File: src/sv/pulse_rate_window_meter_core_macros.svh
// assertion macros for the pulse rate window meter
// used by the top level only; expects clk and rst in scope
`ifndef PULSE_RATE_WINDOW_METER_CORE_MACROS_SVH
`define PULSE_RATE_WINDOW_METER_CORE_MACROS_SVH

// property must hold at every edge outside reset
`define PRWM_ASSERT_HOLDS(label, prop, msg) \
  label: assert property (@(posedge clk) disable iff (rst) prop) else $error(msg);

// expression must never be true outside reset
`define PRWM_ASSERT_NEVER(label, expr, msg) \
  `PRWM_ASSERT_HOLDS(label, !(expr), msg)

`endif

File: src/sv/prwm_pkg.sv
// shared types and constants for the pulse rate window meter
// no dependencies; imported by prwm_mul and the top level
`default_nettype none

package prwm_pkg;

  localparam int MAX_BEATS = 255;
  localparam int CNT_W     = $clog2(MAX_BEATS + 1);
  localparam logic [CNT_W-1:0] CNT_MAX = CNT_W'(MAX_BEATS);

  localparam int RATE_W  = 14;
  localparam int SCALE_W = 6;
  localparam int THR_W   = 7;
  localparam int CFG_W   = 7;
  localparam int PROD_W  = RATE_W + THR_W;

  localparam logic [RATE_W-1:0] RATE_MAX  = '1;
  localparam logic [THR_W-1:0]  PCT_SCALE = THR_W'(100);

  localparam logic [SCALE_W-1:0] SCALE_RESET = SCALE_W'(20);
  localparam logic [THR_W-1:0]   THR_RESET   = THR_W'(15);

  localparam logic [0:0] REG_RATE_SCALE       = 1'b0;
  localparam logic [0:0] REG_CHANGE_THRESHOLD = 1'b1;

  typedef enum logic [1:0] {
    S_IDLE,
    S_RATE,
    S_DIFF,
    S_CMP
  } state_t;

endpackage

`default_nettype wire

File: src/sv/pulse_rate_window_meter_core.sv
// pulse rate window meter: counts beats over a window and reports the rate
// input word: beat_level, window_end (valid/ready); output word: pulse_rate,
// rate_updated (valid/ready); config: cfg_we/cfg_index/cfg_data write port.
// a word without window_end is taken and gives no result; the block stays
// ready for the next word in the following cycle.
// a word with window_end starts a four step sequence on the one shared
// multiplier: count times scale in the accept cycle, then difference times
// 100, threshold times stored rate, and the compare. in_ready is low in the
// S_RATE, S_DIFF and S_CMP states, and the result word is loaded into the
// output register in the compare step once that register is free.
// the percent test is done as diff*100 >= threshold*stored, so no divider.
// the result sits in an output register; further words without window_end
// keep being taken while it waits. a second window end waits in the compare
// step until the output register is free, holding in_ready low.
// reset clears the count, the armed flag, the stored rate and the output
// valid, and loads scale 20 and threshold 15.
`default_nettype none

module pulse_rate_window_meter_core (
  input  logic                         clk,
  input  logic                         rst,
  input  logic                         in_valid,
  output logic                         in_ready,
  input  logic                         beat_level,
  input  logic                         window_end,
  output logic                         out_valid,
  input  logic                         out_ready,
  output logic [prwm_pkg::RATE_W-1:0]  pulse_rate,
  output logic                         rate_updated,
  input  logic                         cfg_we,
  input  logic [0:0]                   cfg_index,
  input  logic [prwm_pkg::CFG_W-1:0]   cfg_data
);
  import prwm_pkg::*;

  state_t state, state_next;

  logic [SCALE_W-1:0] rate_scale;
  logic [THR_W-1:0]   change_threshold_pct;
  logic [CNT_W-1:0]   beat_count;
  logic               beat_armed;
  logic [RATE_W-1:0]  stored_rate;
  logic [RATE_W-1:0]  rate_new;
  logic [PROD_W-1:0]  lhs;

  logic [CNT_W-1:0]   count_upd;
  logic               armed_upd;
  logic               in_fire;
  logic               out_free;
  logic               load_out;
  logic               replace;
  logic [RATE_W-1:0]  rate_sat;
  logic [RATE_W-1:0]  diff;
  logic [RATE_W-1:0]  mul_a;
  logic [THR_W-1:0]   mul_b;
  logic [PROD_W-1:0]  product;

  prwm_mul u_mul (
    .clk (clk),
    .a   (mul_a),
    .b   (mul_b),
    .p   (product)
  );

  assign in_fire  = in_valid && in_ready;
  assign out_free = !out_valid || out_ready;

  // beat detection on the incoming sample
  always_comb begin
    count_upd = beat_count;
    armed_upd = beat_armed;
    if (beat_level) begin
      if (!beat_armed) begin
        if (beat_count < CNT_MAX) begin
          count_upd = beat_count + CNT_W'(1);
        end
        armed_upd = 1'b1;
      end
    end else begin
      armed_upd = 1'b0;
    end
  end

  always_comb begin
    rate_sat = (product > PROD_W'(RATE_MAX)) ? RATE_MAX : product[RATE_W-1:0];
    diff     = (stored_rate >= rate_sat) ? (stored_rate - rate_sat)
                                         : (rate_sat - stored_rate);
    replace  = (stored_rate == '0) || (lhs >= product);
  end

  // next state
  always_comb begin
    state_next = state;
    unique case (state)
      S_IDLE: begin
        if (in_fire && window_end) begin
          state_next = S_RATE;
        end
      end
      S_RATE: state_next = S_DIFF;
      S_DIFF: state_next = S_CMP;
      S_CMP: begin
        if (out_free) begin
          state_next = S_IDLE;
        end
      end
    endcase
  end

  // sequencer outputs and multiplier operand select
  always_comb begin
    in_ready = 1'b0;
    load_out = 1'b0;
    mul_a    = stored_rate;
    mul_b    = change_threshold_pct;
    unique case (state)
      S_IDLE: begin
        in_ready = 1'b1;
        mul_a    = RATE_W'(count_upd);
        mul_b    = THR_W'(rate_scale);
      end
      S_RATE: begin
        mul_a = diff;
        mul_b = PCT_SCALE;
      end
      S_DIFF: begin
        mul_a = stored_rate;
        mul_b = change_threshold_pct;
      end
      S_CMP: begin
        load_out = out_free;
      end
    endcase
  end

  always_ff @(posedge clk) begin
    if (rst) begin
      state                <= S_IDLE;
      rate_scale           <= SCALE_RESET;
      change_threshold_pct <= THR_RESET;
      beat_count           <= '0;
      beat_armed           <= 1'b0;
      stored_rate          <= '0;
      out_valid            <= 1'b0;
    end else begin
      state <= state_next;
      if (cfg_we) begin
        unique case (cfg_index)
          REG_RATE_SCALE:       rate_scale <= cfg_data[SCALE_W-1:0];
          REG_CHANGE_THRESHOLD: change_threshold_pct <= cfg_data[THR_W-1:0];
        endcase
      end
      if (in_fire) begin
        if (window_end) begin
          beat_count <= '0;
          beat_armed <= 1'b0;
        end else begin
          beat_count <= count_upd;
          beat_armed <= armed_upd;
        end
      end
      if (out_valid && out_ready) begin
        out_valid <= 1'b0;
      end
      if (load_out) begin
        out_valid <= 1'b1;
        if (replace) begin
          stored_rate <= rate_new;
        end
      end
    end
  end

  always_ff @(posedge clk) begin
    if (state == S_RATE) begin
      rate_new <= rate_sat;
    end
    if (state == S_DIFF) begin
      lhs <= product;
    end
    if (load_out) begin
      pulse_rate   <= replace ? rate_new : stored_rate;
      rate_updated <= replace;
    end
  end

`include "pulse_rate_window_meter_core_macros.svh"

  `PRWM_ASSERT_HOLDS(a_window_seq, in_fire && window_end |-> ##3 (state == S_CMP), "window steps")
  `PRWM_ASSERT_HOLDS(a_plain_word, in_fire && !window_end |=> (state == S_IDLE), "plain word")
  `PRWM_ASSERT_NEVER(a_count_max, beat_count > CNT_MAX, "beat count above limit")

endmodule

`default_nettype wire

File: src/sv/prwm_mul.sv
// shared 14x7 multiplier with a registered product
// depends on prwm_pkg for operand and product widths
`default_nettype none

module prwm_mul (
  input  logic                          clk,
  input  logic [prwm_pkg::RATE_W-1:0]   a,
  input  logic [prwm_pkg::THR_W-1:0]    b,
  output logic [prwm_pkg::PROD_W-1:0]   p
);
  import prwm_pkg::*;

  always_ff @(posedge clk) begin
    p <= PROD_W'(a) * PROD_W'(b);
  end

endmodule

`default_nettype wire
File: config.mk
export PLATFORM = sky130hd
export DESIGN_NAME = pulse_rate_window_meter_core
export DESIGN_NICKNAME = d
export VERILOG_FILES = /design/src/sv/prwm_pkg.sv /design/src/sv/pulse_rate_window_meter_core.sv /design/src/sv/prwm_mul.sv
export VERILOG_INCLUDE_DIRS = /design/src /design/src/sv
export SDC_FILE = /design/constraint.sdc
export NUM_CORES = 1
export LEC_CHECK = 0
export BUFFER_PORTS_ARGS = -buffer_cell sky130_fd_sc_hd__buf_2
export CORE_MARGIN = 4
export CORE_UTILIZATION = 30
export CTS_BUF_LIST = sky130_fd_sc_hd__clkbuf_8
export CTS_CLUSTER_SIZE = 14
export DETAILED_ROUTE_END_ITERATION = 7
export HOLD_SLACK_MARGIN = 0.06
export PLACE_DENSITY = 0.47
export SYNTH_ARGS = -nofsm -noshare
export SYNTH_HDL_FRONTEND = slang
export SYNTH_SLANG_ARGS = --single-unit
File: constraint.sdc
create_clock -name clk -period 16.7 [get_ports clk]
set_input_delay 0 -clock clk [delete_from_list [all_inputs] [get_ports clk]]
set_output_delay 0 -clock clk [all_outputs]
set_load 0.05 [all_outputs]
# --- Yosys cells after proc, flatten, opt, wreduce, memory -nomap -nowiden ---
# Cells that the tools add are included.
op_classes:
  add_sub_neg: 3
  multipliers: 1
  div_mod_pow: 0
  order_cmp: 4
  eq_ne: 5
  shift: 0
  muxes: 18
  bitwise: 1
  reduce_logical: 12
op_table:
  columns: ["cell", "n"]
  rows:
  - ["$mux W14", 3]
  - ["$mux W8", 4]
  - ["$pmux W14 S2", 1]
  - ["$sub A14 B14 Y14", 2]
  - ["$ge A21 B21 Y1", 1]
  - ["$gt A21 B14 Y1 const B", 1]
  - ["$mul A14 B7 Y21", 1]
  - ["$ge A14 B14 Y1", 1]
  - ["$logic_not A14 Y1", 1]
  - ["$pmux W7 S2", 1]
  - ["$add A8 B1 Y8 const B", 1]
  - ["$lt A8 B8 Y1 const B", 1]
  - ["$pmux W2 S4", 1]
  - ["$mux W1", 6]
  - ["$reduce_and A2 Y1", 3]
  - ["$eq A2 B2 Y1 const B", 2]
  - ["$mux W2", 2]
  - ["$ne A2 B2 Y1 const B", 2]
  - ["$logic_and A1 B1 Y1", 3]
  - ["$eq A2 B1 Y1 const B", 1]
  - ["$logic_not A2 Y1", 1]
  - ["$logic_or A1 B1 Y1", 2]
  - ["$reduce_bool A2 Y1", 1]
  - ["$logic_not A1 Y1", 1]
  - ["$not A1 Y1", 1]
word_totals:
  reg_bits: 110
  latch_bits: 0
  ramBits: 0
  romBits: 0
  inputBits: 15
  n_memories: 0

# --- Longest topological paths before layout ---
# Gate-level depths: netlist (run 1).
depth:
  word_depth: 6
  mapped_depth: 35

# --- By module ---
# Synthesis (run 1) repeated with hierarchy kept, for this count alone.
hier_totals:
  cells_unflattened: 1094
  hier_area_um2: 9839.4
by_module_without_submodules:
  columns: ["mod", "n_inst", "cells_per_inst", "area_each_um2", "seq_area_each_um2"]
  rows:
  - ["pulse_rate_window_meter_core", 1, 708, 6322.3, 2282.2]
  - ["prwm_mul", 1, 386, 3517.1, 420.4]

# --- Worst setup path before layout (run 1) ---
# OpenSTA, ideal clock, no wires.
synth_timing:
  path_type: "reg2reg"
  start: "register u_mul.p[18] (netlist name)"
  end: "register u_mul.p[20] (netlist name)"
  t_arrival_ps: 7980
  slack_ps: 8600
  path_stages_with_launch: 35
  path_buffers: 4
  period_less_slack_ps: 8100
  path_cell_list: "dfxtp_1 -> nor4_4 -> and2_1 -> clkbuf_1 -> clkbuf_1 -> nand2_1 -> ha_1 -> buf_6 -> nand3b_1 -> o211ai_2 -> a31o_1 -> a211o_2 -> o21a_1 -> buf_6 -> nand2_1 -> o21ai_0 -> a221oi_2 -> or2_2 -> fa_1 -> fa_1 -> inv_1 -> fa_1 -> inv_1 -> fa_1 -> inv_1 -> ha_1 -> a21oi_1 -> o22ai_1 -> o41ai_2 -> o21ai_0 -> o41ai_1 -> nor2_1 -> a2111oi_2 -> a21oi_1 -> xnor2_1"
synth_between:
  elab_chain_cells: 6
  elab_cells_between_ends: 8
  cone_classes: "2 x add/sub; 1 x mul; 2 x order compare; 3 x mux"
synth_rtl:
  columns: ["element", "line_no", "text"]
  rows:
  - ["start: declaration", "prwm_mul.sv:9", "output logic [prwm_pkg::PROD_W-1:0] p"]
  - ["start signal: assignment", "prwm_mul.sv:14", "p <= PROD_W'(a) * PROD_W'(b);"]
  - ["$gt A21 B14 Y1 (*)", "pulse_rate_window_meter_core.sv:85", "rate_sat = (product > PROD_W'(RATE_MAX)) ? RATE_MAX : product[RATE_W-1:0];"]
  - ["$mux W14 (*)", "pulse_rate_window_meter_core.sv:85", null]
  - ["$sub A14 B14 Y14 (tied with other cells)", "pulse_rate_window_meter_core.sv:87", ": (rate_sat - stored_rate);"]
  - ["$mux W14 (*)", "pulse_rate_window_meter_core.sv:86", "diff = (stored_rate >= rate_sat) ? (stored_rate - rate_sat)"]
  - ["$pmux W14 S2 (*)", "pulse_rate_window_meter_core.sv:116", "unique case (state)"]
  - ["$mul A14 B7 Y21 (*)", "prwm_mul.sv:14", null]
# Mark *: on every way between the ends. The rest lies on a longest branch, timed or not.
# A chain may end at the register's enable or synchronous reset.

# --- Final worst setup path (run 1) ---
layout_timing:
  start: "register u_mul.p[18] (netlist name)"
  end: "register u_mul.p[20] (netlist name)"
layout_between:
  elab_chain_cells: 6
  elab_cells_between_ends: 8
  cone_classes: "2 x add/sub; 1 x mul; 2 x order compare; 3 x mux"
layout_rtl:
  columns: ["element", "line_no", "text"]
  rows:
  - ["$gt A21 B14 Y1 (*)", "pulse_rate_window_meter_core.sv:85", null]
  - ["$mux W14 (*)", "pulse_rate_window_meter_core.sv:85", null]
  - ["net rate_sat[5]", "pulse_rate_window_meter_core.sv:52", "logic [RATE_W-1:0] rate_sat;"]
  - ["$sub A14 B14 Y14 (tied with other cells)", "pulse_rate_window_meter_core.sv:87", null]
  - ["$mux W14 (*)", "pulse_rate_window_meter_core.sv:86", null]
  - ["$pmux W14 S2 (*)", "pulse_rate_window_meter_core.sv:116", null]
  - ["$mul A14 B7 Y21 (*)", "prwm_mul.sv:14", null]
# Mark *: on every way through the listed nets, which the timed path passes. The rest lies on a longest branch.

==> results of run 1 <==
[sequential cells by signal, summed over array words and instances (netlist names), 2 cells and up]
signal / count
lhs: 21
stored_rate: 14
rate_new: 14
beat_count: 8
rate_scale: 6
u_mul.p: 21
change_threshold_pct: 7
pulse_rate: 14
state: 2
[synth_stat cells (all sizes together) (5+ instances only)]
cell    number
inv        125
ha          87
nor2        86
nand2       63
fa          61
dfxtp       60
edfxtp      50
a21oi       48
o21ai       48
mux2i       33
a21o        24
nand2b      23
clkbuf      21
xnor2       21
mux2        18
nand3       18
o21a        18
nor2b       17
nor3        15
or2         15
buf         14
a31oi       13
a22oi       11
nand4       10
and3         9
and2         8
o21bai       8
a211o        7
xor2         7
a21boi       5
nor4         5
or3          5
[repair_timing]
item / CTS / global route
hold endpoints to repair: 19 / 0
setup endpoints to repair: 0 / 0
hold buffers: 17 / 0
resized for setup: 0 / 0
[routing by layer]
layer  vias to the layer above  share of wire [%]  track usage, %
met5                         -                  0               0
met4                         0                1.4           3.313
met3                        16                4.9           2.770
met2                       152                 47           25.56
met1                      3422                 47           21.63
li1                       3461                  -               -
[worst paths after layout]
kind	end	slack (ns)	cells after the start	startpoint
setup reg to reg	u_mul.p[20]	7.44	29	u_mul.p[18]
hold / removal	rate_scale[3]	0.14	2	rst
setup / recovery	u_mul.p[20]	7.44	29	u_mul.p[18]
hold reg to reg	lhs[5]	0.44	0	u_mul.p[5]
[final cells by class]
| cell class | instances | area, um^2 | share of cell area [%] |
|---|---|---|---|
| clock buffers | 10 | 137.6 | 1.349 |
| clock inverters | 6 | 57.56 | 0.5641 |
| inverters | 125 | 469.2 | 4.598 |
| multi-input cells | 720 | 5948 | 58.30 |
| flip-flops and latches | 110 | 2703 | 26.49 |
| well taps | 396 | 495.5 | 4.856 |
| repair buffers | 57 | 392.9 | 3.850 |
[critical path: cells and delay by family, from the launching register on]
kind,cells,cell delay [ns]
AO/OA/AOI/OAI,12,3.30
AND/OR/NAND/NOR,7,2.25
buffers and inverters,3,0.15
XOR/XNOR,1,0.15
flip-flops,1,0.37
adder cells (fa/ha/maj),6,2.91
[per-stage QoR]
step	util, %	std cells	hold WS [ns]	setup slack [ns]	instance area (um^2)
detailed placement	32.25	1391	0.2588	7.416	9838
global placement	32.25	1391	0.2426	7.741	9838
finish	33.44	1424	0.1429	7.441	10200
floorplan	-	990	0.1439	8.600	9275
global route	33.44	1424	0.1770	6.697	10200
CTS	33.44	1424	0.1424	7.384	10200
[cell families after synthesis]
| logic type | count (synthesis) | synth area share [%] |
|---|---|---|
| DFF | 110 | 29.14 |
| buffers and inverters | 160 | 6.880 |
| AOI/OAI and AO/OA | 211 | 15.66 |
| xor gates and xnor gates | 28 | 2.644 |
| muxes | 51 | 5.828 |
| adders and majority gates | 148 | 24.90 |
| and+or+nand+nor | 282 | 14.95 |
==> impl_metrics.ini, run 1 <==
[timing]
finalCritPeriodShare_pct = 55.44
finalClockSkew_ns = 0.01720
drv_slew = 0
hold_viol = 0
finalSetupViolCount = 0
rsz0062_at_grt = no
fmax_ghz = 0.1080
relSlewSlack_pct = 33.05
worstMarginPinSlew_ns = 0.9968
final.setup.tns_ns = 0
period_needed_ns = 9.259

[clock_tree]
cts-buffers-inserted = 9
cts_tree = built
post_cts.repair.setup_buffers = 0
numClockSinks = 110
clkTransAtPathRegs_ns = 0.12
cts_root_buffer = clkbuf_8
cts_htree_levels = 3
clockBufferDepth = 2
clock_latency_ns = 0.40

[global_route]
grt_pass1_vias = 7131
grt_usage_pct = 15.58
grt_antenna_before_repair = 0
grt_overflow = 0
grt_max_degree = 54
grt_pass1_wl_um = 40900

[critical_path]
path_class = reg2reg
critical_path.slowest_cell = and2_1
path_max_fanout = 21
crit_arrival_ns = 9.55
crit_path_max_incr_delay_ns = 0.72
cp_common_cell = fa_1
endpoint_kind = flop
startpoint_type = flop
critPathRequiredTime_ns = 16.99

[die]
dieArea_um2 = 33790
io-pin-count = 32
die_h_um = 183.8
die_w_um = 183.8
rows = 64
design.core.area_um2 = 30510
initial_utilization_pct = 30.40

[run]
maxCapViolCount = 0

[synth]
synth-main-ff-cell = dfxtp_1
async_reset_ff_share_pct = 0
syn_area_per_cell_um2 = 9.369
syn-num-nets = 1153
yosysUniqueCellTypes = 67
yosysTopAreaCell = edfxtp_1
synth_top_area_share_pct = 16.19
seq_area_frac_synth_pct = 29.14
synth_area_um2 = 9275
ys_top_cells_by_area = edfxtp_1 16%, fa_1 13%, dfxtp_1 13%
netlist_instances = 990
yosys_warnings = 0
synth_edf_count = 50
ys_ff_latch = 110

[routing]
drt-vias-per-instance = 4.952
vias = 7051
first_iter_violations = 593
wirelength_um = 25580
drc = 0
first_pass_iters = 6
final_antenna_net_count = 0
wl_per_cell_um = 17.96

[place]
dp_hpwl_um = 20380
gp_congestion = 0.9281
port_buffers = 31

[cells_and_area]
fillerInstances = 3161
finalNetCount = 1186
layout_commonest_cell = inv_1
drive_gt1_share_pct = 9.630
syn2layout_area_growth_pct = 10.01
num_antenna_cells = 0
layout_common_cells = 125 x inv_1, 86 x nor2_1, 86 x ha_1

[min_path]
min_path_type = in2reg

[run_status]
status = complete, no violations
Power of run 1 is not shown: default switching activity piles up to over one toggle a cycle in this logic, so the estimate is an artifact.
==> run 2, diff against run 1 <==
--- a/config.mk
+++ b/config.mk
@@ -13,7 +13,7 @@
 export CTS_CLUSTER_SIZE = 14
 export DETAILED_ROUTE_END_ITERATION = 7
 export HOLD_SLACK_MARGIN = 0.06
-export PLACE_DENSITY = 0.47
+export PLACE_DENSITY = 0.49
 export SYNTH_ARGS = -nofsm -noshare
 export SYNTH_HDL_FRONTEND = slang
 export SYNTH_SLANG_ARGS = --single-unit
==> constraint.sdc (replaced) <==
create_clock -name clk -period 7.51 [get_ports clk]
set_input_delay 0 -clock clk [delete_from_list [all_inputs] [get_ports clk]]
set_output_delay 0 -clock clk [all_outputs]
set_load 0.05 [all_outputs]
==> run 2 against run 1 <==
Against the previous run:
- the run now ends with negative setup slack left
- clock skew up 0.0059 ns
- first-iteration DRC count fell by 27%
- register-to-register slack lost 7.5 ns
- setup slack worse by 7.5 ns
- via count increased by 9.2%
- die area unchanged
==> impl_metrics.ini, run 2 (synthesis gave the netlist of run 1 again) <==
[run_status]
status = finished with violations
violations = negative setup slack

[critical_path]
reg2reg_to = u_mul.p[20]
crit_arrival_ns = 7.90
crit_path_end = u_mul.p[20]
r2r_setup_slack_ns = -0.07
path_max_fanout = 4
r2r-start = u_mul.p[19]
startpoint_type = flop
cp_common_cell = fa_1
critical_path.slowest_cell = fa_1
r2r_cells = 32
startpoint = u_mul.p[19]
critPathRequiredTime_ns = 7.83
path_class = reg2reg
crit_path_max_incr_delay_ns = 0.55
endpoint_kind = flop

[timing]
period_needed_ns = 7.582
hold_viol = 0
worstMarginPinSlew_ns = 1.154
relSlewSlack_pct = 23.06
drv_slew = 0
setup_ws_ns = -0.07199
fmax_ghz = 0.1319
finalClockSkew_ns = 0.02314
finalSetupViolCount = 2
rsz0062_at_grt = yes
finalCritPeriodShare_pct = 101.0

[global_route]
grt_pass1_wl_um = 44100
grt_antenna_before_repair = 0
grt_pass1_vias = 7783
grt_max_degree = 54
grt_usage_pct = 16.79
grt_overflow = 0

[routing]
vias = 7699
first_pass_iters = 5
wirelength_um = 28040
final_antenna_net_count = 0
drt-vias-per-instance = 4.885
wl_per_cell_um = 17.79
drc = 0
first_iter_violations = 433

[place]
port_buffers = 31
dp_hpwl_um = 22080
dpl.cell_count = 1502
place_ws_ns = -0.5597
gp_congestion = 0.9430
dpl-instance-area_um2 = 10730

[clock_tree]
cts_tree = built
clock_latency_ns = 0.41
cts_htree_levels = 3
clkTransAtPathRegs_ns = 0.12
clockBufferDepth = 2
numClockSinks = 110
cts-buffers-inserted = 9
cts_root_buffer = clkbuf_8

[die]
initial_utilization_pct = 30.40
die_h_um = 183.8
io-pin-count = 32
design.core.area_um2 = 30510
die_w_um = 183.8
dieArea_um2 = 33790
rows = 64

[cells_and_area]
layout_commonest_cell = buf_4
layout_common_cells = 153 x buf_4, 118 x inv_1, 77 x nor2_1
reg_top3 = lhs (21), u_mul.p (21)
fin_cells = 1576
syn2layout_area_growth_pct = 29.73
num_antenna_cells = 0
drive_gt1_share_pct = 30.25
final_util_pct = 39.44
design_area_um2 = 12030
finalNetCount = 1338

[min_path]
min_path_type = in2reg

[run]
maxCapViolCount = 0
[run 2: cell count changes in the layout (fill, tap and decap cells not counted), moves of 8 or more]
cell	delta
buf_4	+144
ha_1	-17
ha_4	+16
nand2_1	-12
o21ai_0	-12
nand2_2	+10
a21oi_1	-9
nor2_1	-9
a21oi_2	+8
inv_2	+8
o21ai_2	+8
[run 2: through the flow]
stage | hold WS (ns) | setup TNS (ns)
6_report | 0.1612 | -0.09515
5_1_grt | 0.1739 | -1.330
4_1_cts | 0.1468 | -0.4713
3_5_place_dp | 0.2504 | -1.125
3_3_place_gp | 0.2415 | -0.9593
2_1_floorplan | 0.1439 | 0
[run 2: timing repair]
action	4_1_cts	5_1_grt
endpoints found under the setup margin	6	9
cloned	2	0
resized for setup	63	72
setup buffers	21	19
endpoints found under the hold margin	18	0
hold buffers	16	0
pin swaps	43	60
[run 2: worst min path at each step]
stage                 from       endpoint  slack (ns)  cells after the start
2_1_floorplan  cfg_data[0]  rate_scale[0]        0.14                      2
3_3_place_gp   cfg_data[0]  rate_scale[0]        0.24                      3
3_5_place_dp   cfg_data[0]  rate_scale[0]        0.25                      3
4_1_cts                rst  rate_scale[0]        0.15                      2
5_1_grt                rst  rate_scale[3]        0.17                      2
6_report               rst  rate_scale[5]        0.16                      2
[run 2: critical path: cells and delay by family, from the launching register on]
family	cells	cell delay (ns)
compound gates	12	2.27
xor+xnor	1	0.24
flops	1	0.39
simple gates	5	0.97
fa+ha+maj	6	2.49
mux	2	0.65
buf+inv	6	0.48
[run 2: metal layers]
metal	track usage [%]	vias to the layer above	wire, um
met5	0	-	0
met1	23.80	3771	13290
met3	2.078	33	946
li1	-	3753	-
met4	4.259	0	659
met2	27.33	142	13140
[run 2: area by class of cell]
class,instances,area (um^2)
sequential,110,2708
fill,3121,18480
clock inverter,7,58.81
multi-input combinational,721,6630
tap,396,495.5
timing repair buffer,208,1548
inverter,125,469.2
clock buffer,9,123.9
Power of run 2 is left out for the same reason.
